## config.mk

```make
export PLATFORM = sky130hd
export DESIGN_NAME = flocking_steer_vector
export DESIGN_NICKNAME = d
export VERILOG_FILES = /design/src/rtl/core/fsv_pkg.sv /design/src/rtl/core/flocking_steer_vector.sv /design/src/rtl/core/fsv_front.sv /design/src/rtl/core/fsv_queue.sv /design/src/rtl/core/fsv_div.sv /design/src/rtl/core/fsv_back.sv
export SDC_FILE = /design/constraint.sdc
export NUM_CORES = 2
export LEC_CHECK = 0
export BUFFER_PORTS_ARGS = -buffer_cell sky130_fd_sc_hd__buf_2
export CORE_ASPECT_RATIO = 0.8
export CORE_UTILIZATION = 58
export CTS_BUF_LIST = sky130_fd_sc_hd__clkbuf_16
export CTS_CLUSTER_DIAMETER = 120
export DETAILED_ROUTE_END_ITERATION = 12
export GPL_ROUTABILITY_DRIVEN = 0
export MAX_ROUTING_LAYER = met4
export PLACE_DENSITY = 0.78
export RECOVER_POWER = 25
export SETUP_SLACK_MARGIN = 0.3
export SLEW_MARGIN = 20
export SYNTH_ARGS = -nofsm -noshare
export SYNTH_HDL_FRONTEND = slang
export SYNTH_SLANG_ARGS = --single-unit
```

## constraint.sdc

```tcl
create_clock -name clk_i -period 11.2 [get_ports clk_i]
set_input_delay 0.56 -clock clk_i [delete_from_list [all_inputs] [get_ports clk_i]]
set_output_delay 0.56 -clock clk_i [all_outputs]
set_load 0.005 [all_outputs]
```

## src/rtl/core/fsv_pkg.sv

```systemverilog
// ----------------------------------------------------------------------------
// fsv_pkg
// Shared types and constants of the flocking steering vector block.
// ----------------------------------------------------------------------------
package fsv_pkg;

  // default neighbour limit per step
  localparam int unsigned MAX_NEIGHBOURS_DEF = 8;

  // depth of the record queue between front and back
  localparam int unsigned QUEUE_DEPTH = 2;

  // register reset values
  localparam logic [14:0] COH_THR_RST = 15'd410;
  localparam logic [14:0] DISP_THR_RST = 15'd492;
  localparam logic [15:0] COH_W_RST = 16'd32768;
  localparam logic [15:0] DISP_W_RST = 16'd62259;
  localparam logic [15:0] ALI_W_RST = 16'd6554;

  // register index (byte address / 4)
  typedef enum logic [2:0] {
    REG_COH_THR  = 3'd0,
    REG_DISP_THR = 3'd1,
    REG_COH_W    = 3'd2,
    REG_DISP_W   = 3'd3,
    REG_ALI_W    = 3'd4
  } reg_idx_e;

  // configuration seen by the back end
  typedef struct packed {
    logic [14:0] coh_thr;
    logic [14:0] disp_thr;
    logic [15:0] coh_w;
    logic [15:0] disp_w;
    logic [15:0] ali_w;
  } cfg_t;

  // classified neighbour record
  typedef struct packed {
    logic               use_mate;  // counted flockmate
    logic               last;      // closes the step
    logic signed [15:0] rel_x;
    logic signed [15:0] rel_z;
    logic signed [15:0] vel_x;
    logic signed [15:0] vel_z;
  } rec_t;

endpackage

```

## src/rtl/core/flocking_steer_vector.sv

```systemverilog
// ----------------------------------------------------------------------------
// flocking_steer_vector
// Boids-style steering vector (cohesion, dispersion, alignment) from a run of
// neighbour records, with an APB register port.
// ----------------------------------------------------------------------------
// Each neighbour record is one input beat; the beat with tlast closes the
// step and yields one result beat. A flockmate record occupies the back end
// for its issue, two squaring steps and the threshold compare on the
// single shared multiplier; a closing record that is not a mate takes only
// its issue, and records that are neither a mate nor a step end are dropped
// at the input. A step without mates then goes straight to the output state.
// Otherwise the close adds four serial divides of the SUM_W-bit sums, SUM_W =
// 16 + clog2(MAX_NEIGHBOURS), then the multiply-accumulate states M2X, M2Z,
// C2, SX0-SX2 and SZ0-SZ2 and the output state, which registers the result
// beat. A two-entry record queue keeps the input taking beats, until it is
// full, while the back end works or a result waits.
// ----------------------------------------------------------------------------
module flocking_steer_vector import fsv_pkg::*; #(
  parameter int unsigned MAX_NEIGHBOURS = MAX_NEIGHBOURS_DEF
) (
  input  logic        clk_i,
  input  logic        rst_ni,
  // neighbour records
  input  logic        s_axis_tvalid,
  output logic        s_axis_tready,
  input  logic [63:0] s_axis_tdata,   // rel_x, rel_z, vel_x, vel_z
  input  logic        s_axis_tlast,   // last
  input  logic        s_axis_tuser,   // is_mate
  // steering results
  output logic        m_axis_tvalid,
  input  logic        m_axis_tready,
  output logic [31:0] m_axis_tdata,   // steer_x, steer_z
  output logic [3:0]  m_axis_tuser,   // mate_count
  // register port
  input  logic        psel,
  input  logic        penable,
  input  logic        pwrite,
  input  logic [4:0]  paddr,
  input  logic [31:0] pwdata,
  output logic [31:0] prdata,
  output logic        pready
);

  cfg_t cfg_q;
  logic cfg_wr;
  logic push, full, pop, q_valid;
  rec_t front_rec, q_rec;

  // register file
  assign pready = 1'b1;
  assign cfg_wr = psel & penable & pwrite & pready;

  always_ff @(posedge clk_i or negedge rst_ni) begin
    if (!rst_ni) begin
      cfg_q.coh_thr  <= COH_THR_RST;
      cfg_q.disp_thr <= DISP_THR_RST;
      cfg_q.coh_w    <= COH_W_RST;
      cfg_q.disp_w   <= DISP_W_RST;
      cfg_q.ali_w    <= ALI_W_RST;
    end else if (cfg_wr) begin
      case (paddr[4:2])
        REG_COH_THR:  cfg_q.coh_thr  <= pwdata[14:0];
        REG_DISP_THR: cfg_q.disp_thr <= pwdata[14:0];
        REG_COH_W:    cfg_q.coh_w    <= pwdata[15:0];
        REG_DISP_W:   cfg_q.disp_w   <= pwdata[15:0];
        REG_ALI_W:    cfg_q.ali_w    <= pwdata[15:0];
        default: begin
        end
      endcase
    end
  end

  // read back
  always_comb begin
    case (paddr[4:2])
      REG_COH_THR:  prdata = 32'(cfg_q.coh_thr);
      REG_DISP_THR: prdata = 32'(cfg_q.disp_thr);
      REG_COH_W:    prdata = 32'(cfg_q.coh_w);
      REG_DISP_W:   prdata = 32'(cfg_q.disp_w);
      REG_ALI_W:    prdata = 32'(cfg_q.ali_w);
      default:      prdata = '0;
    endcase
  end

  fsv_front #(
    .MAX_NEIGHBOURS(MAX_NEIGHBOURS)
  ) u_front (
    .clk_i         (clk_i),
    .rst_ni        (rst_ni),
    .s_axis_tvalid (s_axis_tvalid),
    .s_axis_tready (s_axis_tready),
    .s_axis_tdata  (s_axis_tdata),
    .s_axis_tlast  (s_axis_tlast),
    .s_axis_tuser  (s_axis_tuser),
    .full_i        (full),
    .push_o        (push),
    .rec_o         (front_rec)
  );

  fsv_queue u_queue (
    .clk_i   (clk_i),
    .rst_ni  (rst_ni),
    .push_i  (push),
    .rec_i   (front_rec),
    .full_o  (full),
    .pop_i   (pop),
    .valid_o (q_valid),
    .rec_o   (q_rec)
  );

  fsv_back #(
    .MAX_NEIGHBOURS(MAX_NEIGHBOURS)
  ) u_back (
    .clk_i     (clk_i),
    .rst_ni    (rst_ni),
    .cfg_i     (cfg_q),
    .q_valid_i (q_valid),
    .q_rec_i   (q_rec),
    .q_pop_o   (pop),
    .m_valid_o (m_axis_tvalid),
    .m_ready_i (m_axis_tready),
    .m_data_o  (m_axis_tdata),
    .m_user_o  (m_axis_tuser)
  );

endmodule

```

## src/rtl/core/fsv_front.sv

```systemverilog
// ----------------------------------------------------------------------------
// fsv_front
// Input side: takes neighbour beats, marks counted flockmates, drops records
// that carry neither a mate nor the end of a step.
// ----------------------------------------------------------------------------
module fsv_front import fsv_pkg::*; #(
  parameter int unsigned MAX_NEIGHBOURS = MAX_NEIGHBOURS_DEF
) (
  input  logic        clk_i,
  input  logic        rst_ni,
  input  logic        s_axis_tvalid,
  output logic        s_axis_tready,
  input  logic [63:0] s_axis_tdata,
  input  logic        s_axis_tlast,
  input  logic        s_axis_tuser,
  input  logic        full_i,
  output logic        push_o,
  output rec_t        rec_o
);

  localparam int unsigned CNT_W = $clog2(MAX_NEIGHBOURS + 1);

  logic [CNT_W-1:0] cnt_q;
  logic             beat;

  assign s_axis_tready = ~full_i;
  assign beat          = s_axis_tvalid & s_axis_tready;

  // classify the record
  always_comb begin
    rec_o.use_mate = s_axis_tuser & (cnt_q < CNT_W'(MAX_NEIGHBOURS));
    rec_o.last     = s_axis_tlast;
    rec_o.rel_x    = s_axis_tdata[15:0];
    rec_o.rel_z    = s_axis_tdata[31:16];
    rec_o.vel_x    = s_axis_tdata[47:32];
    rec_o.vel_z    = s_axis_tdata[63:48];
  end

  assign push_o = beat & (rec_o.use_mate | rec_o.last);

  // mates counted in the current step
  always_ff @(posedge clk_i or negedge rst_ni) begin
    if (!rst_ni) begin
      cnt_q <= '0;
    end else if (beat) begin
      if (s_axis_tlast) begin
        cnt_q <= '0;
      end else if (rec_o.use_mate) begin
        cnt_q <= cnt_q + CNT_W'(1);
      end
    end
  end

endmodule

```

## src/rtl/core/fsv_queue.sv

```systemverilog
// ----------------------------------------------------------------------------
// fsv_queue
// Short record queue between front and back.
// ----------------------------------------------------------------------------
module fsv_queue import fsv_pkg::*; (
  input  logic clk_i,
  input  logic rst_ni,
  input  logic push_i,
  input  rec_t rec_i,
  output logic full_o,
  input  logic pop_i,
  output logic valid_o,
  output rec_t rec_o
);

  localparam int unsigned PTR_W = (QUEUE_DEPTH > 1) ? $clog2(QUEUE_DEPTH) : 1;
  localparam int unsigned CNT_W = $clog2(QUEUE_DEPTH + 1);

  rec_t             mem_q [QUEUE_DEPTH];
  logic [PTR_W-1:0] wr_ptr_q, rd_ptr_q;
  logic [CNT_W-1:0] cnt_q;
  logic             do_push, do_pop;

  assign full_o  = (cnt_q == CNT_W'(QUEUE_DEPTH));
  assign valid_o = (cnt_q != '0);
  assign rec_o   = mem_q[rd_ptr_q];
  assign do_push = push_i & ~full_o;
  assign do_pop  = pop_i & valid_o;

  // storage
  always_ff @(posedge clk_i) begin
    if (do_push) begin
      mem_q[wr_ptr_q] <= rec_i;
    end
  end

  // pointers and fill level
  always_ff @(posedge clk_i or negedge rst_ni) begin
    if (!rst_ni) begin
      wr_ptr_q <= '0;
      rd_ptr_q <= '0;
      cnt_q    <= '0;
    end else begin
      if (do_push) begin
        wr_ptr_q <= (wr_ptr_q == PTR_W'(QUEUE_DEPTH - 1)) ? '0 : wr_ptr_q + PTR_W'(1);
      end
      if (do_pop) begin
        rd_ptr_q <= (rd_ptr_q == PTR_W'(QUEUE_DEPTH - 1)) ? '0 : rd_ptr_q + PTR_W'(1);
      end
      if (do_push && !do_pop) begin
        cnt_q <= cnt_q + CNT_W'(1);
      end else if (do_pop && !do_push) begin
        cnt_q <= cnt_q - CNT_W'(1);
      end
    end
  end

endmodule

```

## src/rtl/core/fsv_div.sv

```systemverilog
// ----------------------------------------------------------------------------
// fsv_div
// Unsigned restoring divider, one quotient bit per cycle.
// ----------------------------------------------------------------------------
module fsv_div #(
  parameter int unsigned DVD_W = 19,
  parameter int unsigned DVS_W = 4
) (
  input  logic             clk_i,
  input  logic             rst_ni,
  input  logic             start_i,
  input  logic [DVD_W-1:0] dividend_i,
  input  logic [DVS_W-1:0] divisor_i,
  output logic             done_o,
  output logic [DVD_W-1:0] quotient_o
);

  localparam int unsigned STEP_W = $clog2(DVD_W);

  logic [DVS_W:0]    rem_q, shifted, rem_n;
  logic [DVD_W-1:0]  quo_q;
  logic [DVS_W-1:0]  dvs_q;
  logic [STEP_W-1:0] step_q;
  logic              busy_q, done_q, ge;

  // one trial subtraction
  always_comb begin
    shifted = {rem_q[DVS_W-1:0], quo_q[DVD_W-1]};
    ge      = (shifted >= {1'b0, dvs_q});
    rem_n   = ge ? (shifted - {1'b0, dvs_q}) : shifted;
  end

  assign done_o     = done_q;
  assign quotient_o = quo_q;

  // sequencing
  always_ff @(posedge clk_i or negedge rst_ni) begin
    if (!rst_ni) begin
      busy_q <= 1'b0;
      done_q <= 1'b0;
      step_q <= '0;
    end else begin
      done_q <= 1'b0;
      if (start_i) begin
        busy_q <= 1'b1;
        step_q <= '0;
      end else if (busy_q) begin
        step_q <= step_q + STEP_W'(1);
        if (step_q == STEP_W'(DVD_W - 1)) begin
          busy_q <= 1'b0;
          done_q <= 1'b1;
        end
      end
    end
  end

  // datapath
  always_ff @(posedge clk_i) begin
    if (start_i) begin
      rem_q <= '0;
      quo_q <= dividend_i;
      dvs_q <= divisor_i;
    end else if (busy_q) begin
      rem_q <= rem_n;
      quo_q <= {quo_q[DVD_W-2:0], ge};
    end
  end

endmodule

```

## src/rtl/core/fsv_back.sv

```systemverilog
// ----------------------------------------------------------------------------
// fsv_back
// Execution side: accumulates flockmate sums, then on the closing record of
// a step with mates divides, tests cohesion and forms the weighted steering
// vector with one shared multiplier.
// ----------------------------------------------------------------------------
module fsv_back import fsv_pkg::*; #(
  parameter int unsigned MAX_NEIGHBOURS = MAX_NEIGHBOURS_DEF
) (
  input  logic        clk_i,
  input  logic        rst_ni,
  input  cfg_t        cfg_i,
  input  logic        q_valid_i,
  input  rec_t        q_rec_i,
  output logic        q_pop_o,
  output logic        m_valid_o,
  input  logic        m_ready_i,
  output logic [31:0] m_data_o,
  output logic [3:0]  m_user_o
);

  localparam int unsigned CNT_W  = $clog2(MAX_NEIGHBOURS + 1);
  localparam int unsigned SUM_W  = 16 + $clog2(MAX_NEIGHBOURS);
  localparam int unsigned PROD_W = SUM_W + 18;
  localparam int unsigned ACC_W  = PROD_W + 1;

  typedef enum logic [15:0] {
    ST_IDLE  = 16'h0001,
    ST_SQX   = 16'h0002,
    ST_SQZ   = 16'h0004,
    ST_THR   = 16'h0008,
    ST_DGO   = 16'h0010,
    ST_DWAIT = 16'h0020,
    ST_M2X   = 16'h0040,
    ST_M2Z   = 16'h0080,
    ST_C2    = 16'h0100,
    ST_SX0   = 16'h0200,
    ST_SX1   = 16'h0400,
    ST_SX2   = 16'h0800,
    ST_SZ0   = 16'h1000,
    ST_SZ1   = 16'h2000,
    ST_SZ2   = 16'h4000,
    ST_OUT   = 16'h8000
  } state_e;

  state_e state_q, state_d;

  rec_t                     rec_q;
  logic [CNT_W-1:0]         cnt_q;
  logic signed [SUM_W-1:0]  pos_x_q, pos_z_q, vel_x_q, vel_z_q, disp_x_q, disp_z_q;
  logic signed [15:0]       mean_q [4];
  logic [1:0]               sel_q;
  logic signed [ACC_W-1:0]  acc_q;
  logic                     coh_q;
  logic signed [15:0]       steer_x_q;
  logic                     out_valid_q;
  logic [15:0]              out_x_q, out_z_q;
  logic [3:0]               out_cnt_q;

  logic signed [SUM_W:0]    mul_a;
  logic signed [16:0]       mul_b;
  logic signed [PROD_W-1:0] prod;
  logic signed [ACC_W-1:0]  acc_sum;
  logic                     out_go;

  logic signed [SUM_W-1:0]  dvd_sel;
  logic                     dvd_neg;
  logic [SUM_W-1:0]         dvd_mag, quo, quo_s;
  logic                     div_done;
  logic [CNT_W+3:0]         cnt_ext;

  // round half up by 16 bits, then saturate to 16 bits
  function automatic logic [15:0] round_sat(input logic signed [ACC_W-1:0] v);
    logic signed [ACC_W-1:0]  r;
    logic [ACC_W-16:0]        hi;
    r  = (v + ACC_W'(32768)) >>> 16;
    hi = r[ACC_W-1:15];
    if ((&hi) || !(|hi)) begin
      return r[15:0];
    end else begin
      return r[ACC_W-1] ? 16'h8000 : 16'h7fff;
    end
  endfunction

  assign q_pop_o = (state_q == ST_IDLE) & q_valid_i;
  assign out_go  = (state_q == ST_OUT) & (~out_valid_q | m_ready_i);

  // shared multiplier operand select
  always_comb begin
    mul_a = '0;
    mul_b = '0;
    case (state_q)
      ST_SQX: begin
        mul_a = (SUM_W + 1)'(rec_q.rel_x);
        mul_b = 17'(rec_q.rel_x);
      end
      ST_SQZ: begin
        mul_a = (SUM_W + 1)'(rec_q.rel_z);
        mul_b = 17'(rec_q.rel_z);
      end
      ST_THR: begin
        mul_a = (SUM_W + 1)'({1'b0, cfg_i.disp_thr});
        mul_b = 17'({1'b0, cfg_i.disp_thr});
      end
      ST_M2X: begin
        mul_a = (SUM_W + 1)'(mean_q[0]);
        mul_b = 17'(mean_q[0]);
      end
      ST_M2Z: begin
        mul_a = (SUM_W + 1)'(mean_q[1]);
        mul_b = 17'(mean_q[1]);
      end
      ST_C2: begin
        mul_a = (SUM_W + 1)'({1'b0, cfg_i.coh_thr});
        mul_b = 17'({1'b0, cfg_i.coh_thr});
      end
      ST_SX0: begin
        mul_a = coh_q ? (SUM_W + 1)'(mean_q[0]) : '0;
        mul_b = 17'({1'b0, cfg_i.coh_w});
      end
      ST_SX1: begin
        mul_a = -((SUM_W + 1)'(disp_x_q));
        mul_b = 17'({1'b0, cfg_i.disp_w});
      end
      ST_SX2: begin
        mul_a = (SUM_W + 1)'(mean_q[2]);
        mul_b = 17'({1'b0, cfg_i.ali_w});
      end
      ST_SZ0: begin
        mul_a = coh_q ? (SUM_W + 1)'(mean_q[1]) : '0;
        mul_b = 17'({1'b0, cfg_i.coh_w});
      end
      ST_SZ1: begin
        mul_a = -((SUM_W + 1)'(disp_z_q));
        mul_b = 17'({1'b0, cfg_i.disp_w});
      end
      ST_SZ2: begin
        mul_a = (SUM_W + 1)'(mean_q[3]);
        mul_b = 17'({1'b0, cfg_i.ali_w});
      end
      default: begin
        mul_a = '0;
        mul_b = '0;
      end
    endcase
  end

  assign prod    = mul_a * mul_b;
  assign acc_sum = acc_q + ACC_W'(prod);

  // divider operand: magnitude of the selected sum
  always_comb begin
    case (sel_q)
      2'd0:    dvd_sel = pos_x_q;
      2'd1:    dvd_sel = pos_z_q;
      2'd2:    dvd_sel = vel_x_q;
      default: dvd_sel = vel_z_q;
    endcase
    dvd_neg = dvd_sel[SUM_W-1];
    dvd_mag = dvd_neg ? SUM_W'(-dvd_sel) : SUM_W'(dvd_sel);
    quo_s   = dvd_neg ? (~quo + SUM_W'(1)) : quo;
  end

  fsv_div #(
    .DVD_W(SUM_W),
    .DVS_W(CNT_W)
  ) u_div (
    .clk_i      (clk_i),
    .rst_ni     (rst_ni),
    .start_i    (state_q == ST_DGO),
    .dividend_i (dvd_mag),
    .divisor_i  (cnt_q),
    .done_o     (div_done),
    .quotient_o (quo)
  );

  // sequencer
  always_comb begin
    state_d = state_q;
    case (state_q)
      ST_IDLE: begin
        if (q_valid_i) begin
          if (q_rec_i.use_mate) state_d = ST_SQX;
          else if (cnt_q == '0) state_d = ST_OUT;
          else                  state_d = ST_DGO;
        end
      end
      ST_SQX:   state_d = ST_SQZ;
      ST_SQZ:   state_d = ST_THR;
      ST_THR:   state_d = rec_q.last ? ST_DGO : ST_IDLE;
      ST_DGO:   state_d = ST_DWAIT;
      ST_DWAIT: begin
        if (div_done) state_d = (sel_q == 2'd3) ? ST_M2X : ST_DGO;
      end
      ST_M2X:   state_d = ST_M2Z;
      ST_M2Z:   state_d = ST_C2;
      ST_C2:    state_d = ST_SX0;
      ST_SX0:   state_d = ST_SX1;
      ST_SX1:   state_d = ST_SX2;
      ST_SX2:   state_d = ST_SZ0;
      ST_SZ0:   state_d = ST_SZ1;
      ST_SZ1:   state_d = ST_SZ2;
      ST_SZ2:   state_d = ST_OUT;
      ST_OUT: begin
        if (out_go) state_d = ST_IDLE;
      end
      default:  state_d = ST_IDLE;
    endcase
  end

  // control state and accumulators
  always_ff @(posedge clk_i or negedge rst_ni) begin
    if (!rst_ni) begin
      state_q     <= ST_IDLE;
      cnt_q       <= '0;
      sel_q       <= '0;
      pos_x_q     <= '0;
      pos_z_q     <= '0;
      vel_x_q     <= '0;
      vel_z_q     <= '0;
      disp_x_q    <= '0;
      disp_z_q    <= '0;
      out_valid_q <= 1'b0;
    end else begin
      state_q <= state_d;
      if (out_go) begin
        out_valid_q <= 1'b1;
      end else if (m_ready_i) begin
        out_valid_q <= 1'b0;
      end
      case (state_q)
        ST_THR: begin
          pos_x_q <= pos_x_q + SUM_W'(rec_q.rel_x);
          pos_z_q <= pos_z_q + SUM_W'(rec_q.rel_z);
          vel_x_q <= vel_x_q + SUM_W'(rec_q.vel_x);
          vel_z_q <= vel_z_q + SUM_W'(rec_q.vel_z);
          if (acc_q < ACC_W'(prod)) begin
            disp_x_q <= disp_x_q + SUM_W'(rec_q.rel_x);
            disp_z_q <= disp_z_q + SUM_W'(rec_q.rel_z);
          end
          cnt_q <= cnt_q + CNT_W'(1);
        end
        ST_DWAIT: begin
          if (div_done) sel_q <= sel_q + 2'd1;
        end
        ST_OUT: begin
          if (out_go) begin
            cnt_q    <= '0;
            sel_q    <= '0;
            pos_x_q  <= '0;
            pos_z_q  <= '0;
            vel_x_q  <= '0;
            vel_z_q  <= '0;
            disp_x_q <= '0;
            disp_z_q <= '0;
          end
        end
        default: begin
        end
      endcase
    end
  end

  assign cnt_ext = {4'b0, cnt_q};

  // datapath registers
  always_ff @(posedge clk_i) begin
    case (state_q)
      ST_IDLE: begin
        if (q_pop_o) rec_q <= q_rec_i;
      end
      ST_SQX, ST_M2X, ST_SX0: acc_q <= ACC_W'(prod);
      ST_SQZ, ST_M2Z, ST_SX1, ST_SX2, ST_SZ1, ST_SZ2: acc_q <= acc_sum;
      ST_DWAIT: begin
        if (div_done) mean_q[sel_q] <= quo_s[15:0];
      end
      ST_C2: coh_q <= (acc_q > ACC_W'(prod));
      ST_SZ0: begin
        acc_q     <= ACC_W'(prod);
        steer_x_q <= round_sat(acc_q);
      end
      ST_OUT: begin
        if (out_go) begin
          out_x_q   <= (cnt_q == '0) ? 16'h0000 : steer_x_q;
          out_z_q   <= (cnt_q == '0) ? 16'h0000 : round_sat(acc_q);
          out_cnt_q <= cnt_ext[3:0];
        end
      end
      default: begin
      end
    endcase
  end

  assign m_valid_o = out_valid_q;
  assign m_data_o  = {out_z_q, out_x_q};
  assign m_user_o  = out_cnt_q;

endmodule

```

==> impl_metrics.tcl <==
set metrics [dict create \
    io_buffers 145 \
    hold_slack_ps 72.8 \
    status "complete, but fails checks" \
    ios 181 \
    cp-end-kind "flip-flop" \
    grt_overflow 0 \
    cts.clk_slew.worst_paths_ps 70 \
    preCtsSetupSlack_ps -540 \
    vias 38100 \
    htree_levels 2 \
    coreArea_mm2 0.0792 \
    synth_top_cell_by_area "edfxtp_1" \
    numCtsBuffers 60 \
    yosysWarnings 0 \
    via_per_inst 6.17 \
    tns_ps -19300 \
    syn_avg_cell_area_um2 10.4 \
    root_buffer "clkbuf_16" \
    setup_viol 40 \
    start_util 0.588 \
    cp.arrival_ps 12280 \
    utilization 0.705 \
    ir_worst_vdd_v 0.000215 \
    path_max_fanout 6 \
    die_h_um 256 \
    clkLatencyLatePin_ps 680 \
    p_total_uw 12700 \
    slew_headroom -3.42 \
    grt_pass1_vias 37400 \
    dr.pass1.iters 8 \
    skew_ps 45.0 \
    r2r_end "u_back.disp_z_q[10]$_DFFE_PN0P_" \
    synth_cell_types 90 \
    synth_ff_type "edfxtp_1" \
    async_flop_share 0.378 \
    drc 0 \
    grt_setup_unrepaired "yes" \
    worst_pin_slew_ps 6630 \
    fin_nets 5837 \
    worstSetupStartpointType "flip-flop" \
    cp.required_ps 11760 \
    hold_path_class "input pin to flip-flop" \
    max_freq_mhz 85.3 \
    hold_depth 1 \
    drt_iter0_drc 4701 \
    dp_hpwl_um 103000 \
    most-common-layout-cells "500 x buf_4, 460 x inv_1, 375 x edfxtp_1, 365 x nand2_1, 345 x nor2_1" \
    netlist_area_mm2 0.0466 \
    final_common_cell "buf_4" \
    hold_path_startpoint "s_axis_tdata[11]" \
    holdBufCountCts 0 \
    yosysTopAreaCellShare 0.242 \
    setup_ws_ps -523 \
    cts_sinks 609 \
    p_per_area_mw_per_mm2 227 \
    yosys-top-cells-area "edfxtp_1 24%, fa_1 15%, dfrtp_1 11%, ha_1 7.8%, inv_1 3.8%" \
    synth-seq-cells 609 \
    worstSetupStartpoint "u_back.state_q[7]$_DFFE_PN0P_" \
    grt_pass1_wl_um 211000 \
    drv_cap 3 \
    finalCriticalPeriod_ps 11720 \
    worstHoldEndpoint "u_queue.mem_q[0][59]$_DFFE_PP_" \
    fp.dieW_um 319 \
    die_area_mm2 0.0815 \
    drive_gt1_frac 0.245 \
    drv_slew 172 \
    synth_edf_count 375 \
    antenna_left 0 \
    violations "capacitance limit, slew limit, setup timing" \
    worstSetupPathType "flip-flop to flip-flop" \
    syn_inst 4463 \
    reg2reg_slack_ps -520 \
    drt-total-wl_um 139000 \
    power.leakage_uw 0.0253 \
    crit_path_top_delay_cell "nor4_1" \
    yosysSeqAreaShare 0.368 \
    wire_per_inst_um 22.4 \
    fin_crit_sh 1.05 \
    clockBufferDepth 3 \
    syn2layout_area_growth_pct 19.8 \
    antenna_found_initial 1 \
    grt_max_degree 122 \
    cts_tree "done" \
    reg2regPathDepth 48 \
    hold_viol_final 0 \
    num_rows 92 \
    track_usage 0.343 \
    rr_startpoint "u_back.state_q[7]$_DFFE_PN0P_" \
    max_stage_delay_ps 620 \
]
## sequential cells by signal (all words and copies together), names as in the netlist, 2 cells and up
register                 cells
u_back.disp_z_q             19
u_back.sel_q                 2
u_back.u_div.rem_q           4
u_back.mean_q               64
u_back.out_x_q              16
u_queue.mem_q              132
u_back.pos_x_q              19
u_back.u_div.quotient_o     19
u_back.u_div.step_q          5
u_back.cnt_q                 4
u_back.steer_x_q            16
u_queue.cnt_q                2
u_back.state_q              16
u_back.acc_q                38
u_back.pos_z_q              19
u_back.rec_q                65
u_back.u_div.dvs_q           4
cfg_q                       78
u_back.disp_x_q             19
u_back.m_user_o              4
u_back.vel_x_q              19
u_back.vel_z_q              19
u_back.out_z_q              16
u_front.cnt_q                4
## layout make-up
| type | instances | area [um^2] |
|---|---|---|
| flip-flops and latches | 609 | 17100 |
| diodes | 4 | 10.0 |
| inverters | 474 | 1790 |
| clock inverters | 50 | 355 |
| clock buffers | 64 | 1600 |
| well taps | 1034 | 1290 |
| repair inverters | 1 | 6.26 |
| fillers | 5398 | 23400 |
| multi-input cells | 3211 | 28000 |
| repair buffers | 731 | 5640 |
## cells by family after synthesis
family	Yosys count	share of synthesized area
mux	233	0.0574
buf+inv	664	0.0569
xor+xnor	247	0.0464
compound gates	821	0.117
flops	609	0.368
simple gates	1248	0.126
other cells	2	0.000161
fa+ha+maj	639	0.228
## metal layers
layer / track usage / share of wire
met2: 0.496 / 0.43
met3: 0.0886 / 0.13
met5: - / 0
met4: 0.122 / 0.043
met1: 0.468 / 0.40
## repair_timing
item,in CTS,in global routing
cloned,4,0
setup endpoints to repair,45,54
buffers inserted,76,41
gates resized for setup,141,136
pin swaps,90,121
## power breakdown
part	leakage (uW)	internal (uW)	switching (uW)	total, uW
Sequential	0.00618	3240	678	3920
Combinational	0.0181	2890	3830	6730
Clock	0.00101	1090	938	2030
## synthesized netlist by cell type, types with 36 or more instances
| cell | count |
|---|---|
| xnor2_1 | 137 |
| mux2_2 | 152 |
| edfxtp_1 | 375 |
| clkbuf_1 | 111 |
| fa_1 | 350 |
| nand2_1 | 371 |
| nand2b_1 | 45 |
| dfrtp_1 | 200 |
| nor2_1 | 393 |
| a222oi_1 | 43 |
| a21o_1 | 65 |
| xor2_1 | 110 |
| nor3_1 | 75 |
| ha_1 | 289 |
| a21oi_1 | 194 |
| buf_2 | 36 |
| mux2i_1 | 52 |
| inv_1 | 471 |
| o21ai_0 | 193 |
| nand3_1 | 93 |
| nor2b_1 | 53 |
| a22oi_1 | 45 |
## how the worst max path moves through the flow
| stage | slack, ps | cells after the start | endpoint |
|---|---|---|---|
| final | -520 | 48 | u_back.disp_z_q[10]$_DFFE_PN0P_ |
| after global routing | -830 | 48 | u_back.disp_x_q[4]$_DFFE_PN0P_ |
| after detailed placement | -540 | 45 | u_back.disp_x_q[11]$_DFFE_PN0P_ |
| after global placement | -380 | 45 | u_back.disp_x_q[6]$_DFFE_PN0P_ |
| after CTS | -290 | 43 | u_back.disp_x_q[4]$_DFFE_PN0P_ |
| after floorplan | 300 | 46 | u_back.disp_x_q[10]$_DFFE_PN0P_ |
## stage by stage
stage	cells	instance area (um^2)
finish	6178	55800
global route	6175	55800
CTS	6133	55000
detailed placement	5939	51900
global placement	5939	51900
floorplan	4483	47000
## critical path, delay by kind of cell, from the launching register on
kind,cells,cell delay (ps)
compound gates,11,1960
fa+ha+maj,8,3760
buf+inv,13,1500
flops,1,410
mux,2,380
simple gates,14,3540
No activity file was read; power rests on OpenSTA's default activity.
